## config.mk

```make
export PLATFORM = sky130hd
export DESIGN_NAME = i2c_master_register_access
export DESIGN_NICKNAME = d
export VERILOG_FILES = /design/src/hw/rtl/i2cm_pkg.sv /design/src/hw/rtl/i2c_master_register_access.sv
export SDC_FILE = /design/constraint.sdc
export NUM_CORES = 1
export LEC_CHECK = 0
export BUFFER_PORTS_ARGS = -buffer_cell sky130_fd_sc_hd__buf_2
export CORE_UTILIZATION = 60
export DETAILED_ROUTE_END_ITERATION = 10
export GPL_ROUTABILITY_DRIVEN = 0
export PLACE_DENSITY = 0.92
export SYNTH_ARGS = -nofsm -noshare
export SYNTH_HDL_FRONTEND = slang
export SYNTH_SLANG_ARGS = --single-unit
```

## constraint.sdc

```tcl
create_clock -name clk -period 4.2 [get_ports clk]
set_input_delay 0.63 -clock clk [delete_from_list [all_inputs] [get_ports clk]]
set_output_delay 0.63 -clock clk [all_outputs]
set_load 0.02 [all_outputs]
```

## src/hw/rtl/i2cm_pkg.sv

```systemverilog
// ----------------------------------------------------------------------------
// I2C master register access: shared package
// Field structs, bus step codes, the per-command stage sequence and the
// configuration register indexes.
// ----------------------------------------------------------------------------
`default_nettype none

package i2cm_pkg;

    // Command item: one bus tick with an optional command.
    typedef struct packed {
        logic       cmd_valid;
        logic       opcode;
        logic [7:0] device_byte;
        logic [7:0] register_index;
        logic [7:0] write_value;
        logic       sda_sample;
    } cmd_t;

    // Result item: line levels and status after the tick.
    typedef struct packed {
        logic       scl_level;
        logic       sda_pull_low;
        logic       busy_res;
        logic       done_res;
        logic [7:0] read_value;
        logic       ack_missing;
    } res_t;

    localparam int unsigned STEP_W  = 5;
    localparam int unsigned STAGE_W = 4;
    localparam int unsigned CNT_W   = 4;
    localparam int unsigned DELAY_W = 16;

    typedef logic [STEP_W-1:0]  step_t;
    typedef logic [STAGE_W-1:0] stage_t;

    // Bus micro-step codes.
    localparam step_t ST_IDLE  = 5'd0;
    localparam step_t ST_SA    = 5'd1;
    localparam step_t ST_SB    = 5'd2;
    localparam step_t ST_TPREP = 5'd3;
    localparam step_t ST_TBIT  = 5'd4;
    localparam step_t ST_TLOW  = 5'd5;
    localparam step_t ST_AA    = 5'd6;
    localparam step_t ST_AB    = 5'd7;
    localparam step_t ST_AC    = 5'd8;
    localparam step_t ST_PA    = 5'd9;
    localparam step_t ST_PB    = 5'd10;
    localparam step_t ST_PC    = 5'd11;
    localparam step_t ST_GAP   = 5'd12;
    localparam step_t ST_RA    = 5'd13;
    localparam step_t ST_RC    = 5'd14;
    localparam step_t ST_RD    = 5'd15;
    localparam step_t ST_NA    = 5'd16;
    localparam step_t ST_NB    = 5'd17;
    localparam step_t ST_FIN   = 5'd18;

    // Stage bookkeeping.
    localparam stage_t STAGE_LAST     = 4'd9;
    localparam stage_t STAGE_DEV      = 4'd1;
    localparam stage_t STAGE_REG      = 4'd2;
    localparam stage_t STAGE_WR_ABORT = 4'd5;
    localparam stage_t STAGE_RD_ABORT = 4'd8;
    localparam logic [CNT_W-1:0] BITS_PER_BYTE = 4'd8;

    // Configuration register indexes and reset values.
    localparam logic CFG_PHASE = 1'b0;
    localparam logic CFG_GAP   = 1'b1;
    localparam logic [DELAY_W-1:0] PHASE_RESET = 16'd200;
    localparam logic [DELAY_W-1:0] GAP_RESET   = 16'd50;

    // Opcode values.
    localparam logic OP_WRITE = 1'b0;
    localparam logic OP_READ  = 1'b1;

    // Step that opens each stage of a write or a read transaction.
    function automatic step_t stage_step(input logic rd, input stage_t stage);
        step_t s;
        s = ST_FIN;
        if (rd == OP_READ) begin
            case (stage)
                4'd0:    s = ST_SA;
                4'd1:    s = ST_TPREP;
                4'd2:    s = ST_TPREP;
                4'd3:    s = ST_PA;
                4'd4:    s = ST_GAP;
                4'd5:    s = ST_SA;
                4'd6:    s = ST_TPREP;
                4'd7:    s = ST_RA;
                4'd8:    s = ST_PA;
                default: s = ST_FIN;
            endcase
        end
        else begin
            case (stage)
                4'd0:    s = ST_SA;
                4'd1:    s = ST_TPREP;
                4'd2:    s = ST_TPREP;
                4'd3:    s = ST_GAP;
                4'd4:    s = ST_TPREP;
                4'd5:    s = ST_PA;
                default: s = ST_FIN;
            endcase
        end
        return s;
    endfunction

endpackage

`default_nettype wire

```

## src/hw/rtl/i2c_master_register_access.sv

```systemverilog
// ----------------------------------------------------------------------------
// I2C master register access
// Tick-driven I2C master for single-byte register writes and reads.
// ----------------------------------------------------------------------------
// Each item on the req channel is one bus tick: it carries the sampled SDA
// level and, while the master is idle, an optional write or read command.
// Each accepted tick yields exactly one item on the rsp channel with the SCL
// and SDA drive levels, busy, a one-tick done pulse, the last read byte and
// the missing-acknowledge flag.
// The result is registered and presented in the cycle after acceptance, and
// one tick is accepted in every clock cycle while the receiver does not stall;
// the whole step update is one pass through the sequencer logic into the result register.
// When the receiver stalls, the result register holds its item and req_stall
// rises in the same cycle, so no tick is accepted until the result is taken.
// Bus timing is counted in ticks: phase_ticks between line changes and
// gap_ticks before a write's data byte or between the two parts of a read.
// Configuration is written through cfg_write, cfg_index and cfg_data while
// the block is idle. Reset returns the sequencer to idle with SCL and SDA
// released, the registers to 200 and 50, and the result channel empty.
// ----------------------------------------------------------------------------
`default_nettype none

module i2c_master_register_access (
    input  wire logic                         clk,
    input  wire logic                         rst_n,
    input  wire logic                         cfg_write,
    input  wire logic                         cfg_index,
    input  wire logic [i2cm_pkg::DELAY_W-1:0] cfg_data,
    input  wire logic                         req_valid,
    output logic                              req_stall,
    input  wire i2cm_pkg::cmd_t               req,
    output logic                              rsp_valid,
    input  wire logic                         rsp_stall,
    output i2cm_pkg::res_t                    rsp
);

    // Configuration registers.
    logic [i2cm_pkg::DELAY_W-1:0] phase_reg;
    logic [i2cm_pkg::DELAY_W-1:0] gap_reg;

    // Sequencer state.
    i2cm_pkg::step_t              step_reg,    step_next;
    i2cm_pkg::stage_t             stage_reg,   stage_next;
    logic [i2cm_pkg::CNT_W-1:0]   bit_cnt_reg, bit_cnt_next;
    logic [i2cm_pkg::DELAY_W-1:0] delay_reg,   delay_next;
    logic [7:0]                   shift_reg,   shift_next;
    logic                         op_reg,      op_next;
    logic [7:0]                   dev_reg,     dev_next;
    logic [7:0]                   regidx_reg,  regidx_next;
    logic [7:0]                   wdata_reg,   wdata_next;
    logic [7:0]                   rx_reg,      rx_next;
    logic                         err_reg,     err_next;
    logic                         scl_reg,     scl_next;
    logic                         sdal_reg,    sdal_next;
    logic                         done;

    // Result register.
    logic                         rsp_valid_reg;
    i2cm_pkg::res_t               rsp_reg;

    logic                         accept;
    logic [i2cm_pkg::CNT_W-1:0]   bit_cnt_inc;
    i2cm_pkg::stage_t             stage_adv;
    logic [7:0]                   tx_byte;

    assign req_stall = rsp_valid_reg && rsp_stall;
    assign accept    = req_valid && !req_stall;
    assign rsp_valid = rsp_valid_reg;
    assign rsp       = rsp_reg;

    // Helpers: bit count increment, next stage, and the byte for this stage.
    assign bit_cnt_inc = bit_cnt_reg + 1'b1;
    assign stage_adv   = (stage_reg < i2cm_pkg::STAGE_LAST) ? stage_reg + 1'b1 : stage_reg;

    always_comb
    begin
        if (stage_reg == i2cm_pkg::STAGE_DEV) begin
            tx_byte = dev_reg;
        end
        else if (stage_reg == i2cm_pkg::STAGE_REG) begin
            tx_byte = regidx_reg;
        end
        else if (op_reg == i2cm_pkg::OP_READ) begin
            tx_byte = dev_reg | 8'h01;
        end
        else begin
            tx_byte = wdata_reg;
        end
    end

    // Step sequencer: one tick of bus work.
    always_comb
    begin
        step_next    = step_reg;
        stage_next   = stage_reg;
        bit_cnt_next = bit_cnt_reg;
        delay_next   = delay_reg;
        shift_next   = shift_reg;
        op_next      = op_reg;
        dev_next     = dev_reg;
        regidx_next  = regidx_reg;
        wdata_next   = wdata_reg;
        rx_next      = rx_reg;
        err_next     = err_reg;
        scl_next     = scl_reg;
        sdal_next    = sdal_reg;
        done         = 1'b0;

        if (step_reg == i2cm_pkg::ST_IDLE) begin
            if (req.cmd_valid) begin
                op_next      = req.opcode;
                dev_next     = req.device_byte;
                regidx_next  = req.register_index;
                wdata_next   = req.write_value;
                err_next     = 1'b0;
                stage_next   = '0;
                delay_next   = '0;
                bit_cnt_next = '0;
                step_next    = i2cm_pkg::ST_SA;
            end
        end
        else if (delay_reg != '0) begin
            delay_next = delay_reg - 1'b1;
        end
        else begin
            delay_next = phase_reg;
            unique case (step_reg)
                i2cm_pkg::ST_SA:
                begin
                    scl_next  = 1'b1;
                    sdal_next = 1'b0;
                    step_next = i2cm_pkg::ST_SB;
                end
                i2cm_pkg::ST_SB:
                begin
                    sdal_next  = 1'b1;
                    stage_next = stage_adv;
                    step_next  = i2cm_pkg::stage_step(op_reg, stage_adv);
                end
                i2cm_pkg::ST_TPREP:
                begin
                    scl_next     = 1'b0;
                    shift_next   = tx_byte;
                    bit_cnt_next = '0;
                    step_next    = i2cm_pkg::ST_TBIT;
                end
                i2cm_pkg::ST_TBIT:
                begin
                    sdal_next  = !shift_reg[7];
                    shift_next = {shift_reg[6:0], 1'b0};
                    scl_next   = 1'b1;
                    step_next  = i2cm_pkg::ST_TLOW;
                end
                i2cm_pkg::ST_TLOW:
                begin
                    scl_next     = 1'b0;
                    bit_cnt_next = bit_cnt_inc;
                    step_next    = (bit_cnt_inc >= i2cm_pkg::BITS_PER_BYTE) ?
                                   i2cm_pkg::ST_AA : i2cm_pkg::ST_TBIT;
                end
                i2cm_pkg::ST_AA:
                begin
                    scl_next  = 1'b0;
                    sdal_next = 1'b0;
                    step_next = i2cm_pkg::ST_AB;
                end
                i2cm_pkg::ST_AB:
                begin
                    scl_next  = 1'b1;
                    step_next = i2cm_pkg::ST_AC;
                end
                i2cm_pkg::ST_AC:
                begin
                    scl_next = 1'b0;
                    // A released SDA here means the slave did not acknowledge.
                    if (req.sda_sample) begin
                        err_next   = 1'b1;
                        stage_next = (op_reg == i2cm_pkg::OP_READ) ?
                                     i2cm_pkg::STAGE_RD_ABORT : i2cm_pkg::STAGE_WR_ABORT;
                        step_next  = i2cm_pkg::ST_PA;
                    end
                    else begin
                        stage_next = stage_adv;
                        step_next  = i2cm_pkg::stage_step(op_reg, stage_adv);
                    end
                end
                i2cm_pkg::ST_PA:
                begin
                    sdal_next = 1'b1;
                    scl_next  = 1'b0;
                    step_next = i2cm_pkg::ST_PB;
                end
                i2cm_pkg::ST_PB:
                begin
                    scl_next  = 1'b1;
                    step_next = i2cm_pkg::ST_PC;
                end
                i2cm_pkg::ST_PC:
                begin
                    sdal_next  = 1'b0;
                    stage_next = stage_adv;
                    step_next  = i2cm_pkg::stage_step(op_reg, stage_adv);
                end
                i2cm_pkg::ST_GAP:
                begin
                    delay_next = gap_reg;
                    stage_next = stage_adv;
                    step_next  = i2cm_pkg::stage_step(op_reg, stage_adv);
                end
                i2cm_pkg::ST_RA:
                begin
                    scl_next     = 1'b0;
                    sdal_next    = 1'b0;
                    bit_cnt_next = '0;
                    shift_next   = '0;
                    step_next    = i2cm_pkg::ST_RC;
                end
                i2cm_pkg::ST_RC:
                begin
                    scl_next  = 1'b1;
                    step_next = i2cm_pkg::ST_RD;
                end
                i2cm_pkg::ST_RD:
                begin
                    shift_next   = {shift_reg[6:0], req.sda_sample};
                    bit_cnt_next = bit_cnt_inc;
                    scl_next     = 1'b0;
                    step_next    = (bit_cnt_inc >= i2cm_pkg::BITS_PER_BYTE) ?
                                   i2cm_pkg::ST_NA : i2cm_pkg::ST_RC;
                end
                i2cm_pkg::ST_NA:
                begin
                    sdal_next = 1'b0;
                    scl_next  = 1'b1;
                    step_next = i2cm_pkg::ST_NB;
                end
                i2cm_pkg::ST_NB:
                begin
                    scl_next   = 1'b0;
                    rx_next    = shift_reg;
                    stage_next = stage_adv;
                    step_next  = i2cm_pkg::stage_step(op_reg, stage_adv);
                end
                default:
                begin
                    // Finish, and any unused code: back to idle with a done pulse.
                    done       = 1'b1;
                    step_next  = i2cm_pkg::ST_IDLE;
                    delay_next = '0;
                end
            endcase
        end
    end

    // Configuration registers.
    always_ff @(posedge clk or negedge rst_n)
    begin
        if (!rst_n) begin
            phase_reg <= i2cm_pkg::PHASE_RESET;
            gap_reg   <= i2cm_pkg::GAP_RESET;
        end
        else if (cfg_write) begin
            if (cfg_index == i2cm_pkg::CFG_PHASE) begin
                phase_reg <= cfg_data;
            end
            else begin
                gap_reg <= cfg_data;
            end
        end
    end

    // Sequencer state advances once per accepted tick.
    always_ff @(posedge clk or negedge rst_n)
    begin
        if (!rst_n) begin
            step_reg    <= i2cm_pkg::ST_IDLE;
            stage_reg   <= '0;
            bit_cnt_reg <= '0;
            delay_reg   <= '0;
            shift_reg   <= '0;
            op_reg      <= 1'b0;
            dev_reg     <= '0;
            regidx_reg  <= '0;
            wdata_reg   <= '0;
            rx_reg      <= '0;
            err_reg     <= 1'b0;
            scl_reg     <= 1'b1;
            sdal_reg    <= 1'b0;
        end
        else if (accept) begin
            step_reg    <= step_next;
            stage_reg   <= stage_next;
            bit_cnt_reg <= bit_cnt_next;
            delay_reg   <= delay_next;
            shift_reg   <= shift_next;
            op_reg      <= op_next;
            dev_reg     <= dev_next;
            regidx_reg  <= regidx_next;
            wdata_reg   <= wdata_next;
            rx_reg      <= rx_next;
            err_reg     <= err_next;
            scl_reg     <= scl_next;
            sdal_reg    <= sdal_next;
        end
    end

    // Result register: loaded on every accepted tick, emptied when taken.
    always_ff @(posedge clk or negedge rst_n)
    begin
        if (!rst_n) begin
            rsp_valid_reg <= 1'b0;
        end
        else if (accept) begin
            rsp_valid_reg <= 1'b1;
        end
        else if (!rsp_stall) begin
            rsp_valid_reg <= 1'b0;
        end
    end

    always_ff @(posedge clk)
    begin
        if (accept) begin
            rsp_reg.scl_level    <= scl_next;
            rsp_reg.sda_pull_low <= sdal_next;
            rsp_reg.busy_res     <= (step_next != i2cm_pkg::ST_IDLE);
            rsp_reg.done_res     <= done;
            rsp_reg.read_value   <= rx_next;
            rsp_reg.ack_missing  <= err_next;
        end
    end

endmodule

`default_nettype wire

```

* Word-level counts from Yosys, hierarchy flattened
Memories as Yosys holds them, arrays and structs flattened.
Cells that the tools add are included.
** Word-level totals
- Bits in registers :: 119
- Memory bits (read-only) :: 400
- Bits of input ports :: 49
- Output and inout port bits :: 15
- Memories kept :: 5
** Memories
- (no name shown) :: depth 16, bits a word 5, read ports 1, clocked after Yosys merged registers in 0, wr ports 0, RTL line i2cm_pkg.sv:82 : case (stage)
- (no name shown) :: depth 16, bits a word 5, read ports 1, clocked after Yosys merged registers in 0, wr ports 0, RTL line i2cm_pkg.sv:82
- (no name shown) :: depth 16, bits a word 5, read ports 1, clocked after Yosys merged registers in 0, wr ports 0, RTL line i2cm_pkg.sv:82
- (no name shown) :: depth 16, bits a word 5, read ports 1, clocked after Yosys merged registers in 0, wr ports 0, RTL line i2cm_pkg.sv:82
- (no name shown) :: depth 16, bits a word 5, read ports 1, clocked after Yosys merged registers in 0, wr ports 0, RTL line i2cm_pkg.sv:82
** Cells by class
- Add/subtract/negate cells :: 3
- $lt $le $gt $ge :: 2
- Eq/ne operators :: 27
- Mux-type cells :: 48
- Bitwise gates (word level) :: 3
- Reductions and logical operators :: 29
** Operator list (count)
- $pmux 5 s17 :: 1
- $mux 5 :: 10
- $mux 16 :: 3
- $mux 8 :: 6
- $eq 5x4->1 const B :: 8
- $mux 4 :: 8
- $pmux 16 s2 :: 1
- $pmux 8 s4 :: 1
- $eq 5x3->1 const B :: 4
- $pmux 5 s4 :: 1
- $reduce_or 17->1 :: 1
- $pmux 4 s2 :: 2
- $reduce_bool 16->1 :: 1
- $reduce_or 16->1 :: 1
- $sub 16x1->16 const B :: 1
- $eq 4x2->1 const B :: 3
- $mux 1 :: 12
- $reduce_and 4->1 :: 3
- $eq 5x2->1 const B :: 2
- $eq 5x5->1 const B :: 2
- $add 4x1->4 const B :: 2
- $eq 4x1->1 const B :: 2
- $eq 4x3->1 const B :: 2
- $reduce_or 2->1 :: 4
- other kinds (23) :: 31

* Depth between registers and ports, before layout
Gate-level depths: netlist (run 1).
- Depth after elaboration :: 11
- Gate-level depth with buffers :: 15

* Worst setup path before layout (run 1)
No wires, ideal clock.
- Kind :: register to register
- From :: register stage_reg[0]
- To :: register rsp_reg, in the netlist rsp[10], data pin
- Library setup time :: 0.262 ns
- Data arrival time :: 2.495 ns
- Required time :: 3.938 ns
- Path slack :: 1.443 ns
- Cell stages (with the launch flop) :: 16
- Path buffers :: 0
- Cell sequence :: dfrtp_1 inv_1 ha_1 inv_1 o21ai_0 nor2_1 a21oi_1 inv_1 ha_1 nand2_1 o21ai_0 o21ai_0 a31oi_1 a21oi_1 a41oi_1 nand3b_1
** On the way
- Longest elaborated chain between the ends :: 11
- Elaborated cells between the ends (all ways) :: 26
- Those cells by class :: add/sub: 1; order compare: 1; eq/ne: 5; mux: 11; reduce/logical: 3; memory: 5
** Ends and longest elaborated chain
- start, declared :: RTL line i2c_master_register_access.sv:43 : i2cm_pkg::stage_t stage_reg, stage_next;
- start signal, assigned :: RTL line i2c_master_register_access.sv:292 : stage_reg <= stage_next;
- $add 4x1->4 / $lt 4x4->1 (equally long branches) :: RTL line i2c_master_register_access.sv:73 : assign stage_adv = (stage_reg < i2cm_pkg::STAGE_LAST) ? stage_reg + 1'b1 : stage_reg;
- $mux 4 (*) :: RTL line i2c_master_register_access.sv:73
- $eq 4x3->1, or another cell as far along :: RTL line i2cm_pkg.sv:96 : case (stage)
- $reduce_or 3->1 (no line)
- $pmux 5 s4 :: RTL line i2cm_pkg.sv:96
- $mux 5 :: RTL line i2cm_pkg.sv:81 : if (rd == OP_READ) begin
- $mux 5 :: RTL line i2c_master_register_access.sv:176 : if (req.sda_sample) begin
- $pmux 5 s17 (*) :: RTL line i2c_master_register_access.sv:127 : unique case (step_reg)
- $mux 5 (*) :: RTL line i2c_master_register_access.sv:122 : else if (delay_reg != '0) begin
- $mux 5 (*) :: RTL line i2c_master_register_access.sv:109 : if (step_reg == i2cm_pkg::ST_IDLE) begin
- $reduce_bool 5->1 (*) :: RTL line i2c_master_register_access.sv:326 : rsp_reg.busy_res <= (step_next != i2cm_pkg::ST_IDLE);
- end, declared :: RTL line i2c_master_register_access.sv:59 : i2cm_pkg::res_t rsp_reg;
Every way passes the cells marked *; elsewhere a longest branch is shown, timed or not.
A chain may end at the register's enable or synchronous reset.

* Worst setup path after layout (run 1)
Ends and elaborated chain as after synthesis.

==> results by group, run 1 <==
Yosys
  – Fraction of synthesized area in multiplexers: 0.1341
  – Post-synth top area cell: dfrtp_1
  – Most used DFF post-synth: dfrtp_1
  – Average size of a mapped cell: a little over 10 µm²
  – Post-synthesis net count: 694
  – Instance count of the mapped netlist: approximately 640
  – Post-synthesis sequential area ratio: 0.4678
  – Cell types with the largest area share after synthesis: dfrtp_1, mux2_2, edfxtp_1, o21ai_0, nand2_1
  – Post-synthesis share of cell area spent on and, or, nand and nor gates: 0.1630
  – Compound-Gate Fraction of Synth Area: 0.1807
  – Async set-or-reset flop fraction in the synthesized netlist: 0.8908
  – Number of enable-type register cells in the synthesized netlist: 13
  – Number of warnings issued by yosys: 0
  – Post-synthesis instance area: 6524 µm²
  – Post-synth top area share: 0.3797
  – Flops & latches, synth: about 120
  – Share of the synthesized netlist area taken by xor and xnor gates: 0.002685
  – Distinct cell type count of the synthesized netlist: 72
  – Largest family of logic cells by synthesized area: compound AO/OA/AOI/OAI gates
  – Adder and majority cell fraction of the synthesized area: 0.01918

Setup path
  – Slowest CP cell: o21ai_0
  – Class of the most critical setup path: flip-flop to flip-flop
  – Number of cells on the worst reg-to-reg path: 15
  – Family with the most delay on the worst path: compound AO/OA/AOI/OAI gates
  – Kind of launch point of the worst setup path: flip-flop
  – Worst-path cell chain: inv_1, ha_1, inv_1, o21ai_0, nor2_1, a21oi_1, inv_1, ha_1, nand2_1, o21ai_0, o21ai_0, a31oi_1, a21oi_1, a41oi_1, nand3b_1
  – Flop2flop setup slack: 650 ps
  – Data arrival time at the worst-slack endpoint: 3820 ps
  – CP max FO: 7
  – End of the worst register-to-register path: rsp[10]$_DFFE_PP_
  – Critical R2R Launch: stage_reg[0]$_DFFE_PN0P_
  – Worst EP required: between 4000 and 5000 ps
  – Capturing element type of the critical path: flip-flop
  – Largest stage delay on the critical path: 550 ps
  – Worst path buffer plus inverter count: 3

Finish
  – Area growth from synthesis to layout: 14.75%
  – Most common cell after layout, fill and taps aside: dfrtp_1
  – Leading cell types in the layout, fill and taps excluded: dfrtp_1, nand2_1, mux2_2
  – Count of placed standard cells in the final layout, fillers left out: 840
  – Final Net Count: 750
  – Number of antenna repair diodes: 0
  – Post-layout util: 0.7187
  – Share of layout cells above drive strength 1: 0.2898

Routing
  – Vias/cell: 6.687
  – Number of DRC markers after the initial detailed-route iteration: between 500 and 600
  – Number of DRC violations after detailed routing: 0
  – Via count: roughly 5600
  – Final ANT Viol Nets: 0
  – Router iterations before antenna repair: 11
  – Post-Route WL: 16.91 mm
  – Routed length per instance: approximately 20 µm

STA
  – Least-Margin Pin Slew: 1218 ps
  – Setup slack after layout: 653.9 ps
  – Ratio of final minimum period to clock period: 0.8443
  – Final worst clock skew: 11.92 ps
  – Setup repair after global routing missed its margin: false
  – Upper clock frequency limit: 282.0 MHz
  – Max-slew headroom: 0.1810
  – Fin. max-slew vios: 0
  – Total of endpoints with negative setup slack in the final report: 0
  – Total Negative Setup Slacks: 0 ps
  – Shortest period the worst path allows: 3546 ps
  – Final hold violation count: 0

Clock network
  – Maximum root-to-sink buffer count: 2
  – Post-CTS Setup Repair Bufs: 0
  – CTS clock-pin slew for the worst setup and hold paths: around 60 ps
  – Hold-fix buffers, CTS: 0
  – Total clock sinks: 119
  – Number of levels the H-tree was split into: 4
  – Number of resized instances in the post-cts repair step: 0
  – TritonCTS clock tree: yes
  – Total clock buffers created by CTS: 17
  – Cell at the root of the clock tree: clkbuf_8
  – Insertion delay to the later sink of the worst-skew pair: 530 ps

Power
  – Leakage dissipation: 0.003268 µW
  – Peak supply drop: between 0.4 and 0.5 mV
  – Power density relative to cell area: 715.3 nW/µm²

Floorplan
  – Boundary Pins: 64
  – Die Footprint: about 11000 µm²
  – Die outline width: 106.3 µm
  – Row cnt: 37
  – Placeable core area: roughly 10000 µm²
  – Vertical die dimension: 106.3 µm
  – Starting Density: 0.6263

Place
  – DP Worst Slack: 855.4 ps
  – Placed cells: 808
  – Detailed placement HPWL: 10.93 mm
  – Count of input and output buffers: 63

Global route
  – Global-route wire length before repair: 26.99 mm
  – Number of antenna violations at the first check in global routing: 0
  – Aggregate global-route resource usage: 0.3107
  – Largest net degree at the start of global routing: 82
  – Vias in the first global route: about 5500
  – Aggregate global routing overflow: 0

Run status
  – Status: completed

Hold path
  – Class of the tightest hold or removal check: input port to asynchronous set/reset pin

Job
  – Number of maximum-capacitance violations: 0
cells in the mapped netlist (4+ instances only):
cell / instances
nand3b_1: 5
nor4_1: 5
clkbuf_1: 18
nand3_1: 20
o21ai_1: 4
nor2_1: 39
a21oi_1: 25
o21ai_0: 60
nor3_1: 11
nor2b_1: 6
mux2_4: 8
mux2_2: 67
a22oi_1: 7
inv_1: 17
o31ai_1: 5
nor3b_1: 4
a21o_1: 8
nand4_1: 4
a21boi_0: 4
nand2_1: 74
dfstp_2: 7
edfxtp_1: 13
a221oi_1: 5
dfrtp_1: 99
buf_2: 8
a22o_1: 5
nand2b_1: 13
a31oi_1: 15
ha_1: 10
where the power goes:
| group | switching (µW) | total (µW) | leakage (µW) | internal, µW |
|---|---|---|---|---|
| registers | 385 | 1880 | 0.00145 | 1490 |
| clock network | 523 | 1410 | 0.000282 | 884 |
| logic | 1270 | 2070 | 0.00153 | 794 |
routing by layer:
layer / vias to the layer above / part of all wire / track usage
li1: 2464 / - / -
met1: 2712 / 0.37 / 0.3681
met2: 358 / 0.51 / 0.5283
met3: 83 / 0.085 / 0.07971
met4: 0 / 0.034 / 0.1448
met5: - / 0 / 0
logic make-up (layout without fill, tap and decap cells):
logic type | after synthesis | after routing
AOI/OAI and AO/OA | 176 | 176
and+or+nand+nor | 205 | 205
xor gates and xnor gates | 2 | 2
adders and majority gates | 10 | 10
DFF | 119 | 119
muxes | 75 | 75
buffers and inverters | 48 | 117
worst max path at each step:
stage | from | endpoint | slack (ps) | cells past startpoint
final | stage_reg[0]$_DFFE_PN0P_ | rsp[10]$_DFFE_PP_ | 650 | 15
after global routing | stage_reg[0]$_DFFE_PN0P_ | rsp[10]$_DFFE_PP_ | 360 | 15
after CTS | stage_reg[0]$_DFFE_PN0P_ | rsp[10]$_DFFE_PP_ | 750 | 15
after detailed placement | stage_reg[0]$_DFFE_PN0P_ | rsp[10]$_DFFE_PP_ | 860 | 15
after global placement | stage_reg[0]$_DFFE_PN0P_ | rsp[10]$_DFFE_PP_ | 1270 | 15
after floorplan | stage_reg[0]$_DFFE_PN0P_ | rsp[10]$_DFFE_PP_ | 1440 | 15
per-stage QoR:
step	hold slack [ps]	area, µm²	power [µW]
final	287.9	7486	5354
after global placement	479.5	6900	3660
after global routing	305.5	7486	5600
after floorplan	334.4	6524	3311
after detailed placement	487.3	6900	3808
after CTS	297.0	7486	5277
cell type report:
| cell class | instances | area [µm²] |
|---|---|---|
| clock inverter | 9 | 87.58 |
| inverter | 17 | 63.81 |
| fill | 680 | 2930 |
| tap | 136 | 170.2 |
| timing repair buffer | 68 | 355.3 |
| clock buffer | 23 | 498.0 |
| sequential | 119 | 3052 |
| multi-input combinational | 468 | 3259 |
No activity file was read; power rests on OpenSTA's default activity.
==> inputs of run 2 (changes only) <==
Settings changed: ABC_AREA set to 1, CORE_UTILIZATION 60 to 54, PLACE_DENSITY 0.92 to 0.88.
Clock period 4.2 ns to 3 ns, I/O delays scaled along.
==> run 2 against run 1 <==
Effect of this change:
- the run now ends with design-rule violations left
- global-route usage decreased by 5.5 points
- register-to-register slack got worse by 470 ps
- clock power increased by 47%
- wire length decreased by 13%
- critical endpoint unchanged
- highest routed layer unchanged
==> results by group, run 2 <==
Run status
  – Status: complete, but fails checks
  – Violations in the final reports: design-rule violations

Clock network
  – Number of levels the H-tree was split into: 4 (unchanged)
  – CTS clock-pin slew for the worst setup and hold paths: 50 ps (about the same)
  – Cell at the root of the clock tree: clkbuf_16
  – Maximum root-to-sink buffer count: 2 (unchanged)
  – Total clock sinks: 119 (unchanged)
  – Insertion delay to the later sink of the worst-skew pair: 420 ps (-110 ps)
  – TritonCTS clock tree: yes
  – Total clock buffers created by CTS: 17 (unchanged)

Power
  – Part of the total power dissipated in the clock network: 0.265 (+0.002)
  – Combinational share of power: 0.427 (+0.041)
  – Internal power contribution: 4628 µW (+46%)
  – Share of power burned in registers: 0.308 (-0.043)
  – Leakage dissipation: 0.003927 µW (+20%)
  – Switching power: 3199 µW (+47%)
  – Sw Share: 0.4087 (+0.001184)
  – Peak supply drop: 0.5498 mV (+34%)
  – Power density relative to cell area: 1027 nW/µm² (+44%)

Yosys
  – List of most frequent post-synthesis cells: nand2_1, inv_1, dfrtp_1
  – Most used DFF post-synth: dfrtp_1
  – Average size of a mapped cell: 8.049 µm² (-22%)
  – Post-synthesis instance area: 6520 µm² (about the same)
  – Flops & latches, synth: 119 (unchanged)
  – Cell types with the largest area share after synthesis: dfrtp_1, nand2_1, inv_1, o21ai_0, edfxtp_1
  – Instance count of the mapped netlist: 810 (+28%)
  – Most common cell in the synthesized netlist: nand2_1
  – Number of warnings issued by yosys: 0 (unchanged)
  – Post-synth top area cell: dfrtp_1
  – Distinct cell type count of the synthesized netlist: 46 (-36%)
  – Number of enable-type register cells in the synthesized netlist: 13 (unchanged)
  – Post-synth top area share: 0.3800 (about the same)
  – Async set-or-reset flop fraction in the synthesized netlist: 0.8908 (unchanged)
  – Post-synthesis sequential area ratio: 0.4680 (about the same)
  – Post-synthesis net count: 869 (+25%)

Finish
  – Post-layout util: 0.6563 (-0.06235)
  – Share of layout cells above drive strength 1: 0.1922 (-0.09759)
  – Leading cell types in the layout, fill and taps excluded: nand2_1, inv_1, dfrtp_1
  – Final Net Count: 942 (+26%)
  – Most common cell after layout, fill and taps aside: nand2_1
  – Area growth from synthesis to layout: 16.91%
  – Number of antenna repair diodes: 0 (unchanged)
  – Filler Cell Count: 911 (+34%)

Floorplan
  – Die outline width: 111.9 µm (+5.3%)
  – Die Footprint: 12520 µm² (+11%)
  – Row cnt: 39 (+5.4%)
  – Vertical die dimension: 111.9 µm (+5.3%)
  – Starting Density: 0.5614 (-0.06490)
  – Boundary Pins: 64 (unchanged)
  – Placeable core area: 11610 µm² (+11%)

STA
  – Max-slew headroom: 0.3960 (+0.2150)
  – Final hold violation count: 0 (unchanged)
  – Least-Margin Pin Slew: 903.8 ps (-313.7 ps)
  – Upper clock frequency limit: 354.7 MHz (+26%)
  – Total of endpoints with negative setup slack in the final report: 0 (unchanged)
  – Final worst clock skew: 8.150 ps (-3.769 ps)
  – Ratio of final minimum period to clock period: 0.9398 (+0.09544)
  – Fin. max-slew vios: 0 (unchanged)
  – Shortest period the worst path allows: 2819 ps (-726.9 ps)
  – Setup slack after layout: 180.7 ps (-473.1 ps)

Routing
  – Final ANT Viol Nets: 0 (unchanged)
  – Via count: 5747 (+2.3%)
  – Vias/cell: 5.537 (-17%)
  – Number of DRC markers after the initial detailed-route iteration: 586 (-2.0%)
  – Number of DRC violations after detailed routing: 5 (+5)
  – Post-Route WL: 14.77 mm (-13%)
  – Router iterations before antenna repair: 10 (-1)
  – Routed length per instance: 14.23 µm (-29%)

Job
  – Number of maximum-capacitance violations: 0 (unchanged)

Setup path
  – Flop2flop setup slack: 180 ps (-470 ps)
  – Library cell appearing most often on the critical path: nand2_1
  – Capturing element type of the critical path: flip-flop
  – Number of cells on the worst reg-to-reg path: 18 (+3)
  – Kind of launch point of the worst setup path: flip-flop
  – Class of the most critical setup path: flip-flop to flip-flop
  – Slowest CP cell: dfrtp_1
  – CP max FO: 5 (-2)
  – Data arrival time at the worst-slack endpoint: 2990 ps (-830 ps)
  – Worst-path cell chain: inv_2, ha_1, nand2_1, nand2_2, xor2_2, inv_1, ha_1, or2_2, nand4_1, nand2_1, o21ai_0, nand2_1, nand2_1, nand2_1, nand2_1, nand2_1, nor2_1, nand2_1
  – Largest stage delay on the critical path: 420 ps (-130 ps)
  – Worst EP required: 3170 ps (-1300 ps)

Place
  – DP Worst Slack: 152.6 ps (-702.8 ps)
  – Count of input and output buffers: 63 (unchanged)
  – Detailed placement HPWL: 10.01 mm (-8.4%)

Global route
  – Largest net degree at the start of global routing: 57 (-30%)
  – Met2 Resource Use GR: 0.3938 (-0.1345)
  – Met1 usage in global routing: 0.3481 (-0.02002)
  – Aggregate global-route resource usage: 0.2559 (-0.05480)
  – Vias in the first global route: 5361 (-3.0%)
  – Global-route wire length before repair: 25.34 mm (-6.1%)
  – Aggregate global routing overflow: 0 (unchanged)
  – Number of antenna violations at the first check in global routing: 0 (unchanged)
  – Most crowded layer after global routing: met2
  – Global routing met3 resource utilization: 0.06097 (-0.01874)

Hold path
  – Class of the tightest hold or removal check: input port to asynchronous set/reset pin
[run 2: cells by family (layout without fill, tap and decap cells)]
kind of cell | Yosys count | after routing | synth area share
xor gates and xnor gates | 12 | 12 | 0.01612
AOI/OAI and AO/OA | 162 | 162 | 0.1407
buffers and inverters | 135 | 220 | 0.08194
adders and majority gates | 10 | 10 | 0.01919
muxes | 16 | 16 | 0.02629
DFF | 119 | 119 | 0.4680
and+or+nand+nor | 356 | 356 | 0.2477
[run 2: final cells by class]
| cell class | count | area, µm² | share of cell area |
|---|---|---|---|
| multi-input combinational | 556 | 2944 | 0.3862 |
| clock buffer | 23 | 478.0 | 0.06271 |
| inverter | 115 | 434.2 | 0.05696 |
| sequential | 119 | 3052 | 0.4004 |
| clock inverter | 8 | 122.6 | 0.01609 |
| timing repair buffer | 74 | 412.9 | 0.05417 |
| tap | 143 | 178.9 | 0.02347 |
[run 2: timing repair]
action                                  4_1_cts  5_1_grt
setup buffers                                 0        6
endpoints found under the setup margin        0        3
hold buffers                                  0        0
resized for setup                             0        5
[run 2: final timing paths]
check                                               from                   endpoint
worst min register to register       scl_reg$_DFFE_PN1P_        scl_reg$_DFFE_PN1P_
worst min-delay path                               rst_n  regidx_reg[2]$_DFFE_PN0P_
worst max-delay path            stage_reg[0]$_DFFE_PN0P_          rsp[10]$_DFFE_PP_
worst max register to register  stage_reg[0]$_DFFE_PN0P_          rsp[10]$_DFFE_PP_
max in group asynchronous                          rst_n   phase_reg[7]$_DFFE_PN1P_
min in group clk                               req_valid      rsp_valid$_DFFE_PN0P_
[run 2: power by group through the flow]
stage	Combinational [µW]	Sequential (µW)	Clock (µW)
after global routing	3760	2460	2160
after detailed placement	3150	2420	0
final	3340	2410	2070
after CTS	3200	2400	2090
after floorplan	2450	2370	0
after global placement	3060	2400	0
[run 2: layer usage]
layer	wire length (µm)	part of all wire
met2	6914	0.47
met5	0	0
met4	264	0.018
met1	6555	0.44
met3	1033	0.070
[run 2: stage by stage]
| step | power [µW] | cells | hold WS, ps | cell area [µm²] | setup TNS (ps) |
|---|---|---|---|---|---|
| 3_5_place_dp | 5570 | 1001 | 464.4 | 6967 | 0 |
| 5_1_grt | 8378 | 1038 | 117.6 | 7622 | -31.72 |
| 4_1_cts | 7691 | 1032 | 94.92 | 7567 | 0 |
| 6_report | 7827 | 1038 | 55.33 | 7622 | 0 |
| 3_3_place_gp | 5459 | 1001 | 451.9 | 6967 | 0 |
| 2_1_floorplan | 4817 | 810 | 154.4 | 6520 | 0 |
[run 2: worst max-delay path: cells and delay by family (launching register included)]
kind | cells | cell delay (ps)
AND/OR/NAND/NOR | 12 | 1120
buffers and inverters | 2 | 200
AO/OA/AOI/OAI | 1 | 160
adder cells (fa/ha/maj) | 2 | 440
XOR/XNOR | 1 | 240
flip-flops | 1 | 420
